===== config.mk =====
export PLATFORM = sky130hd
export DESIGN_NAME = wildcard_glob_matcher_unit
export DESIGN_NICKNAME = d
export VERILOG_FILES = /design/src/rtl/core/wgm_pkg.sv /design/src/rtl/core/wildcard_glob_matcher_unit.sv /design/src/rtl/core/wgm_live_step.sv
export SDC_FILE = /design/constraint.sdc
export NUM_CORES = 1
export LEC_CHECK = 0
export ABC_AREA = 1
export BUFFER_PORTS_ARGS = -buffer_cell sky130_fd_sc_hd__buf_2
export CAP_MARGIN = 25
export CORE_MARGIN = 2
export CORE_UTILIZATION = 51
export DETAILED_ROUTE_END_ITERATION = 7
export GPL_TIMING_DRIVEN = 0
export PLACE_DENSITY = 0.73
export SLEW_MARGIN = 15
export SYNTH_ARGS = -nofsm -noshare
export SYNTH_HDL_FRONTEND = slang
export SYNTH_SLANG_ARGS = --single-unit

===== constraint.sdc =====
create_clock -name clk_i -period 6.2 [get_ports clk_i]
set_clock_uncertainty 0.1 [all_clocks]
set_input_delay 0.31 -clock clk_i [delete_from_list [all_inputs] [get_ports clk_i]]
set_output_delay 0.31 -clock clk_i [all_outputs]
set_load 0.02 [all_outputs]

===== src/rtl/core/wgm_pkg.sv =====
// ---------------------------------------------------------------------------
// wgm_pkg
// Shared constants, register indexes and helpers for the glob matcher.
// ---------------------------------------------------------------------------
`default_nettype none

package wgm_pkg;

  // Pattern store geometry
  localparam int StoreBytes = 32;
  localparam int NumWords   = 4;
  localparam int WordW      = 64;
  localparam int LenW       = 6;
  localparam int CfgIdxW    = 3;
  localparam int CfgDataW   = 64;
  localparam int CharW      = 8;

  // Configuration register indexes
  localparam logic [CfgIdxW-1:0] CfgPatWord0 = 3'd0;
  localparam logic [CfgIdxW-1:0] CfgPatWord1 = 3'd1;
  localparam logic [CfgIdxW-1:0] CfgPatWord2 = 3'd2;
  localparam logic [CfgIdxW-1:0] CfgPatWord3 = 3'd3;
  localparam logic [CfgIdxW-1:0] CfgPatLen   = 3'd4;

  // Pattern metacharacters
  localparam logic [CharW-1:0] StarChar = 8'h2A;
  localparam logic [CharW-1:0] AnyChar  = 8'h3F;

  // Case folding bounds
  localparam logic [CharW-1:0] UpperA    = 8'h41;
  localparam logic [CharW-1:0] UpperZ    = 8'h5A;
  localparam logic [CharW-1:0] CaseDelta = 8'h20;

  // Fold ASCII upper case to lower case, leave every other byte alone
  function automatic logic [CharW-1:0] fold_char(input logic [CharW-1:0] c);
    logic [CharW-1:0] r;
    r = c;
    if (c >= UpperA && c <= UpperZ) begin
      r = c + CaseDelta;
    end
    return r;
  endfunction

endpackage

`default_nettype wire


===== src/rtl/core/wildcard_glob_matcher_unit.sv =====
// ---------------------------------------------------------------------------
// wildcard_glob_matcher_unit
// Case-insensitive glob matcher ('*' and '?') over a streamed subject string.
// ---------------------------------------------------------------------------
//
//  channel   direction  payload                         when
//  --------  ---------  ------------------------------  ---------------------
//  cfg       in         pattern words 0..3, length      write strobe, no wait
//  s_axis    in         char_code, no_char, last        one subject byte
//  m_axis    out        matched                         once per subject
//
//  One item per cycle while no last item waits on a held result; an item is
//  registered in the input register, and a last item's result is loaded into the output register as it leaves.
//  The live-position update is a single bit-parallel pass with a prefix star
//  closure, so consecutive bytes follow each other without bubbles.
//  A last item waits in the input register only while a previous result is
//  still held on m_axis; bytes without last never wait.
//  Reset clears the pattern, the length and the live set (position zero).
//
`default_nettype none

module wildcard_glob_matcher_unit
  import wgm_pkg::*;
#(
  parameter int PatternMax = 32
) (
  input  wire logic                 clk_i,
  input  wire logic                 rst_ni,
  // configuration write port
  input  wire logic                 cfg_we_i,
  input  wire logic [CfgIdxW-1:0]   cfg_idx_i,
  input  wire logic [CfgDataW-1:0]  cfg_data_i,
  // subject byte stream
  input  wire logic                 s_axis_tvalid,
  output logic                      s_axis_tready,
  input  wire logic [7:0]           s_axis_tdata,   // [7:0] char_code
  input  wire logic                 s_axis_tuser,   // [0] no_char
  input  wire logic                 s_axis_tlast,
  // match result stream
  output logic                      m_axis_tvalid,
  input  wire logic                 m_axis_tready,
  output logic      [7:0]           m_axis_tdata    // [0] matched, [7:1] zero
);

  localparam int NumPos = (PatternMax < StoreBytes) ? PatternMax : StoreBytes;
  localparam int LiveW  = NumPos + 1;

  logic [NumWords-1:0][WordW-1:0] pattern_q;
  logic [LenW-1:0]                pattern_len_q;

  logic              stg_valid_q;
  logic [CharW-1:0]  stg_char_q;
  logic              stg_nochar_q;
  logic              stg_last_q;
  logic              stg_go;

  logic [LiveW-1:0]  live_q;
  logic [LiveW-1:0]  live_d;
  logic              matched_d;

  logic              out_valid_q;
  logic              out_matched_q;

  // Configuration registers
  always_ff @(posedge clk_i or negedge rst_ni) begin
    if (!rst_ni) begin
      pattern_q     <= '0;
      pattern_len_q <= '0;
    end else if (cfg_we_i) begin
      case (cfg_idx_i)
        CfgPatWord0: pattern_q[0]  <= cfg_data_i;
        CfgPatWord1: pattern_q[1]  <= cfg_data_i;
        CfgPatWord2: pattern_q[2]  <= cfg_data_i;
        CfgPatWord3: pattern_q[3]  <= cfg_data_i;
        CfgPatLen:   pattern_len_q <= cfg_data_i[LenW-1:0];
        default: ;
      endcase
    end
  end

  // Advance the staged item unless it carries a result that has nowhere to go
  assign stg_go        = stg_valid_q && (!stg_last_q || !out_valid_q || m_axis_tready);
  assign s_axis_tready = !stg_valid_q || stg_go;

  // Input register
  always_ff @(posedge clk_i or negedge rst_ni) begin
    if (!rst_ni) begin
      stg_valid_q <= 1'b0;
    end else if (s_axis_tready) begin
      stg_valid_q <= s_axis_tvalid;
    end
  end

  always_ff @(posedge clk_i) begin
    if (s_axis_tready && s_axis_tvalid) begin
      stg_char_q   <= s_axis_tdata;
      stg_nochar_q <= s_axis_tuser;
      stg_last_q   <= s_axis_tlast;
    end
  end

  // Live-position update for the staged byte
  wgm_live_step #(
    .NumPos (NumPos)
  ) u_step (
    .live_i        (live_q),
    .pattern_i     (pattern_q),
    .pattern_len_i (pattern_len_q),
    .char_code_i   (stg_char_q),
    .no_char_i     (stg_nochar_q),
    .last_i        (stg_last_q),
    .live_o        (live_d),
    .matched_o     (matched_d)
  );

  always_ff @(posedge clk_i or negedge rst_ni) begin
    if (!rst_ni) begin
      live_q <= LiveW'(1);
    end else if (stg_go) begin
      live_q <= live_d;
    end
  end

  // Output register: load on a last item, drop once taken
  always_ff @(posedge clk_i or negedge rst_ni) begin
    if (!rst_ni) begin
      out_valid_q <= 1'b0;
    end else if (stg_go && stg_last_q) begin
      out_valid_q <= 1'b1;
    end else if (m_axis_tready) begin
      out_valid_q <= 1'b0;
    end
  end

  always_ff @(posedge clk_i) begin
    if (stg_go && stg_last_q) begin
      out_matched_q <= matched_d;
    end
  end

  assign m_axis_tvalid = out_valid_q;
  assign m_axis_tdata  = {7'b0, out_matched_q};

  // A finished subject always produces a result on the next cycle
  a_last_gives_result: assert property (@(posedge clk_i) disable iff (!rst_ni)
    stg_go && stg_last_q |=> m_axis_tvalid)
    else $error("last item did not load the output register");

  // A finished subject restarts from position zero
  a_live_restart: assert property (@(posedge clk_i) disable iff (!rst_ni)
    stg_go && stg_last_q |=> live_q == LiveW'(1))
    else $error("live set not restarted after last item");

  // A held result blocks a staged last item and the input with it
  a_last_blocked: assert property (@(posedge clk_i) disable iff (!rst_ni)
    stg_valid_q && stg_last_q && m_axis_tvalid && !m_axis_tready |-> !s_axis_tready)
    else $error("input taken while a last item is blocked");

  // A new result appears only after a last item went through
  a_result_origin: assert property (@(posedge clk_i) disable iff (!rst_ni)
    $rose(m_axis_tvalid) |-> $past(stg_go && stg_last_q))
    else $error("result without a last item");

endmodule

`default_nettype wire


===== src/rtl/core/wgm_live_step.sv =====
// ---------------------------------------------------------------------------
// wgm_live_step
// One subject byte applied to the live pattern position set, with star
// closure, plus the end-of-subject match decision.
// ---------------------------------------------------------------------------
`default_nettype none

module wgm_live_step
  import wgm_pkg::*;
#(
  parameter int NumPos = 32
) (
  input  wire logic [NumPos:0]             live_i,
  input  wire logic [NumWords*WordW-1:0]   pattern_i,
  input  wire logic [LenW-1:0]             pattern_len_i,
  input  wire logic [CharW-1:0]            char_code_i,
  input  wire logic                        no_char_i,
  input  wire logic                        last_i,
  output logic      [NumPos:0]             live_o,
  output logic                             matched_o
);

  localparam int LiveW   = NumPos + 1;
  localparam int LenIdxW = (LiveW > 1) ? $clog2(LiveW) : 1;

  logic [LenW-1:0]    eff_len_full;
  logic [LenIdxW-1:0] eff_len;
  logic [NumPos-1:0]  in_range;
  logic [NumPos-1:0]  star_en;
  logic [NumPos-1:0]  byte_hit;
  logic [LiveW-1:0]   prop;
  logic [LiveW-1:0]   cur;
  logic [LiveW-1:0]   nxt;
  logic [LiveW-1:0]   live_upd;
  logic [LiveW-1:0]   closed_end;
  logic [CharW-1:0]   subj_fold;

  // Star closure as a parallel prefix: a live bit ripples through runs of stars
  function automatic logic [LiveW-1:0] star_close(input logic [LiveW-1:0] s,
                                                  input logic [LiveW-1:0] p);
    logic [LiveW-1:0] g;
    logic [LiveW-1:0] pp;
    g  = s;
    pp = p;
    for (int d = 1; d < LiveW; d = d * 2) begin
      g  = g | (pp & (g << d));
      pp = pp & (pp << d);
    end
    return g;
  endfunction

  // Clamp the length to the positions this instance holds
  assign eff_len_full = (pattern_len_i > LenW'(NumPos)) ? LenW'(NumPos) : pattern_len_i;
  assign eff_len      = eff_len_full[LenIdxW-1:0];
  assign subj_fold    = fold_char(char_code_i);

  // Classify each pattern position against the current byte
  always_comb begin
    logic [CharW-1:0] pb;
    for (int i = 0; i < NumPos; i++) begin
      pb          = pattern_i[CharW*i +: CharW];
      in_range[i] = (LenW'(i) < eff_len_full);
      star_en[i]  = in_range[i] && (pb == StarChar);
      byte_hit[i] = in_range[i] && (pb != StarChar) &&
                    ((pb == AnyChar) || (fold_char(pb) == subj_fold));
    end
  end

  // Position i+1 becomes reachable from position i through a star
  assign prop = {star_en, 1'b0};
  assign cur  = star_close(live_i, prop);

  // Advance: a star keeps its position, a matching byte moves one ahead
  assign nxt      = {byte_hit & cur[NumPos-1:0], 1'b0} |
                    {1'b0, star_en & cur[NumPos-1:0]};
  assign live_upd = no_char_i ? live_i : nxt;

  // Whole subject matched when the end of the pattern is reachable
  assign closed_end = star_close(live_upd, prop);
  assign matched_o  = closed_end[eff_len];

  // Restart from position zero after the last item
  assign live_o = last_i ? LiveW'(1) : live_upd;

endmodule

`default_nettype wire


==> flow_summary.json <==
{
  "start_util_pct": 51.71,
  "routed_wirelength_mm": 93.64,
  "hold_buffers": 40,
  "dr_total_vias": 26840,
  "number_of_antenna_violations_at_the_first_check_in_global_routing": 5,
  "largest_net_degree_at_the_start_of_global_routing": 106,
  "core_region_area_sq_um": 46650,
  "cts-htree-levels": 2,
  "timing.fmax_ghz": 0.2003,
  "areaGrowthSynthToFinish_pct": 12.51,
  "post-synth-top-area-cell": "sky130_fd_sc_hd__dfrtp_1",
  "layout.nets": 4161,
  "worst_pin_slew_ps": 1166,
  "hold_viol": 2,
  "finalSetupViolations": 0,
  "power.sequential.fraction_pct": 38.1,
  "cp_top_family": "simple AND/OR/NAND/NOR gates",
  "power.static_leakage_nw": 13.67,
  "die_height_um": 221.5,
  "critical_path_peak_fanout": 10,
  "grt_setup_unrepaired": "no",
  "drt_pass1_iterations": 8,
  "hpwlAfterDp_mm": 71.30,
  "post_route_cells_drive_above_1_share_pct": 7.486,
  "drc": 6,
  "cp_slowest_cell": "sky130_fd_sc_hd__nand2_1",
  "power_frac_clock_pct": 30.8,
  "timing.critical_path.depth": 27,
  "timing.critical_path.buf_inv": 6,
  "synth_seq_area_share_pct": 32.18,
  "postPlaceCellArea_sq_um": 25460,
  "layout.cell_area.non_filler_sq_um": 27150,
  "worst_slew_margin_rel_pct": 22.29,
  "hold_path.class": "in2reg",
  "timing.critical_path.to": "out_matched_q$_DFFE_PP_",
  "worst_path_largest_cell_delay_ps": 420,
  "post_cts_resized": 0,
  "switchingPower_w": 0.002973,
  "p_int_w": 0.004585,
  "syn_area_sq_um": 24130,
  "track_usage_pct": 37.90,
  "avgSynthCellArea_sq_um": 6.236,
  "path_clk_slew_ps": 60,
  "failed_checks": "design-rule violations, negative hold slack",
  "boundaryPins": 92,
  "timing_max_transition_violations_final": 0,
  "drv_cap": 0,
  "port_buffers": 84,
  "regToRegSetupSlack_ps": 1210,
  "startpoint_of_the_lowest_slack_register_to_register_path": "stg_char_q[2]$_DFFE_PP_",
  "synthesized_netlist_cell_count": 3869,
  "setup_repair_bufs_after_cts": 0,
  "synth-edff-count": 11,
  "top_cell_type_s_share_of_synthesized_area_pct": 30.70,
  "critical_path.reg2reg.endpoint": "out_matched_q$_DFFE_PP_",
  "grt_pass1_vias": 24330,
  "cts_sinks": 308,
  "cts_buffers": 37,
  "post_synth_main_area_contributors": "sky130_fd_sc_hd__dfrtp_1 (31%), sky130_fd_sc_hd__nand2_1 (21%), sky130_fd_sc_hd__inv_1 (7.2%), sky130_fd_sc_hd__nand3_1 (7.1%), sky130_fd_sc_hd__o21ai_0 (6.6%)",
  "global_route_wire_length_before_repair_mm": 142.8,
  "synthDistinctLibCells": 60,
  "synth-main-ff-cell": "sky130_fd_sc_hd__dfrtp_1",
  "die_w_um": 221.5,
  "global_route.overflow_total": 0,
  "drt_first_iter_violations": 3277,
  "result_of_the_run": "finished, violations left",
  "largest_voltage_drop_on_the_vdd_net_mv": 0.2217,
  "arrival_time_of_data_at_the_critical_path_endpoint_ps": 5200,
  "fin_hold_ws_ps": -3.799,
  "antenna_violating_nets_post_route": 0,
  "worstPathRequired_ps": 6410,
  "ys_seq_elements": 308,
  "design.die.area_sq_um": 49060,
  "fillerInstances": 4667,
  "ys_async_sr_fraction_pct": 96.43,
  "setup.worst_path.end_class": "flip-flop",
  "switching_share_pct": 39.33,
  "crit_path_frequent_cell": "sky130_fd_sc_hd__nand2_1",
  "layout_min_cycle_time_ps": 4993,
  "yosysWarnings": 0,
  "pwr_density_cell_nw_per_um2": 278.4,
  "via_cell_ratio": 5.732,
  "combPwrFrac_pct": 31.1,
  "worst-r2r-cell-count": 27,
  "total_power_w": 0.007558,
  "clock_tree_from_tritoncts": "done",
  "worstSkewPairLatency_ps": 570,
  "gp_congestion": 1.059,
  "timing_worst_setup_path_type": "reg2reg",
  "clk_path_buf_depth": 3,
  "cts_root_buf": "sky130_fd_sc_hd__clkbuf_16",
  "std_cell_rows": 79,
  "final.period_utilization_pct": 80.54,
  "timing.critical_path.from_type": "flip-flop",
  "drt-wirelength-per-cell_um": 20.00,
  "worst_setup_path_startpoint": "stg_char_q[2]$_DFFE_PP_"
}
[routing by layer]
metal | GRT usage [%] | part of all wire, % | vias up
met4 | 21.19 | 6.3 | 6
li1 | - | - | 12780
met2 | 57.58 | 42 | 1463
met3 | 9.899 | 12 | 327
met1 | 49.21 | 39 | 12260
met5 | 0 | 0.036 | -
[cells in the final DEF, fill, tap and decap left out, drive strengths merged, types with 2 or more instances in the layout]
cell type,netlist,final
a211oi,2,2
nor4,7,7
nand3b,27,27
xnor2,65,65
ha,33,33
bufinv,0,4
a31oi,5,5
conb,1,7
and3b,2,2
o21bai,2,2
nand3,351,351
nor3b,14,14
clkinvlp,0,2
nor3,51,51
o221ai,2,2
buf,52,144
clkbuf,77,131
xor2,36,36
o2111ai,4,4
nand4,99,99
or2,6,6
inv,483,485
o211ai,5,5
edfxtp,11,11
dfrtp,296,296
nand2,1372,1372
dlygate4sd3,0,40
nor2,375,375
a21oi,96,96
a22oi,3,3
clkinv,8,13
o21ai,325,325
o22ai,49,49
[cell type report]
type | instances | area (sq um) | share of cell area [%]
clock buffer | 54 | 1092 | 4.024
timing repair buffer | 132 | 962.2 | 3.544
inverter | 491 | 1853 | 6.826
buffer | 129 | 598.1 | 2.203
tap | 607 | 759.5 | 2.798
antenna | 1 | 2.502 | 0.009218
clock inverter | 13 | 180.2 | 0.6637
sequential | 308 | 7764 | 28.60
multi-input combinational | 2947 | 13930 | 51.33
[flip-flops by register name, summed over array words and instances, names as in the netlist]
name and cells:
live_q 33, m_axis_tvalid 1, out_matched_q 1, pattern_len_q 6
pattern_q 256, stg_char_q 8, stg_last_q 1, stg_nochar_q 1
stg_valid_q 1
[cells by family (layout without fill, tap and decap cells)]
group	count (synthesis)	after routing	synth area share, %
xor gates and xnor gates	101	101	3.666
other	1	8	0.01554
and+or+nand+nor	2307	2307	41.12
buffers and inverters	620	819	10.16
DFF	308	308	32.18
AOI/OAI and AO/OA	499	499	11.14
adders and majority gates	33	33	1.711
[how the worst min path moves through the flow]
stage / startpoint / to / slack [ps] / depth (start not counted)
6_report: cfg_data_i[27] / pattern_q[91]$_DFFE_PN0P_ / -4 / 3
2_1_floorplan: rst_ni / live_q[10]$_DFFE_PN0P_ / -90 / 0
5_1_grt: cfg_data_i[28] / pattern_q[220]$_DFFE_PN0P_ / 20 / 3
3_3_place_gp: s_axis_tdata[2] / stg_char_q[2]$_DFFE_PP_ / 390 / 1
4_1_cts: cfg_data_i[27] / pattern_q[219]$_DFFE_PN0P_ / 0.6 / 3
3_5_place_dp: rst_ni / pattern_q[9]$_DFFE_PN0P_ / 30 / 1
[synthesized netlist by cell type (16+ instances only)]
cell                          n
sky130_fd_sc_hd__o21ai_0    318
sky130_fd_sc_hd__ha_1        33
sky130_fd_sc_hd__dfrtp_1    296
sky130_fd_sc_hd__xnor2_1     65
sky130_fd_sc_hd__nand4_1     99
sky130_fd_sc_hd__o22ai_1     49
sky130_fd_sc_hd__xor2_1      36
sky130_fd_sc_hd__nor2_1     339
sky130_fd_sc_hd__clkbuf_1    77
sky130_fd_sc_hd__nand2_1   1347
sky130_fd_sc_hd__nand2_2     24
sky130_fd_sc_hd__a21oi_1     91
sky130_fd_sc_hd__nor2_2      24
sky130_fd_sc_hd__inv_2       16
sky130_fd_sc_hd__nor3_1      49
sky130_fd_sc_hd__inv_1      464
sky130_fd_sc_hd__nand3b_1    26
sky130_fd_sc_hd__nand3_1    341
sky130_fd_sc_hd__buf_2       28
[per-stage QoR]
| step | instances | setup slack, ps | hold slack (ps) | TNS [ps] | utilization (%) |
|---|---|---|---|---|---|
| global route | 4681 | 1046 | 24.37 | 0 | 58.18 |
| finish | 4682 | 1207 | -3.799 | 0 | 58.18 |
| CTS | 4680 | 1479 | 0.6461 | 0 | 58.15 |
| global placement | 4566 | -1055 | 388.2 | -297720 | 54.29 |
| floorplan | 3875 | 3196 | -85.59 | 0 | - |
| detailed placement | 4573 | 1558 | 30.86 | 0 | 54.56 |
[power by group through the flow]
stage	Sequential (W)	Clock [W]	Combinational [W]
final	0.00288	0.00233	0.00235
after global routing	0.00293	0.00241	0.00265
after CTS	0.00286	0.00234	0.00229
after detailed placement	0.00289	0	0.00226
after global placement	0.00289	0	0.00220
after floorplan	0.00275	0	0.00168
[worst reg2reg max path, cell delays in order, from the launching register on]
cell	delay [ps]
sky130_fd_sc_hd__edfxtp_1	370
sky130_fd_sc_hd__buf_4	230
sky130_fd_sc_hd__inv_1	400
sky130_fd_sc_hd__nand2_1	120
sky130_fd_sc_hd__nand2_1	180
sky130_fd_sc_hd__nand4_1	110
sky130_fd_sc_hd__nand2_1	420
sky130_fd_sc_hd__buf_4	390
sky130_fd_sc_hd__buf_2	430
sky130_fd_sc_hd__o211ai_1	150
sky130_fd_sc_hd__nand2_1	80
sky130_fd_sc_hd__inv_1	40
sky130_fd_sc_hd__nand3b_1	80
sky130_fd_sc_hd__a21oi_1	250
sky130_fd_sc_hd__nand2_1	160
sky130_fd_sc_hd__nand3_1	100
sky130_fd_sc_hd__nand2_1	130
sky130_fd_sc_hd__nand2_1	100
sky130_fd_sc_hd__inv_2	60
sky130_fd_sc_hd__nand2_1	80
sky130_fd_sc_hd__a21oi_1	180
sky130_fd_sc_hd__nand3_1	110
sky130_fd_sc_hd__nand2_1	80
sky130_fd_sc_hd__nand3_1	70
sky130_fd_sc_hd__nand3_1	100
sky130_fd_sc_hd__nand3_1	70
sky130_fd_sc_hd__nand2_1	70
sky130_fd_sc_hd__nand2_1	90
No activity file was read; power rests on OpenSTA's default activity.
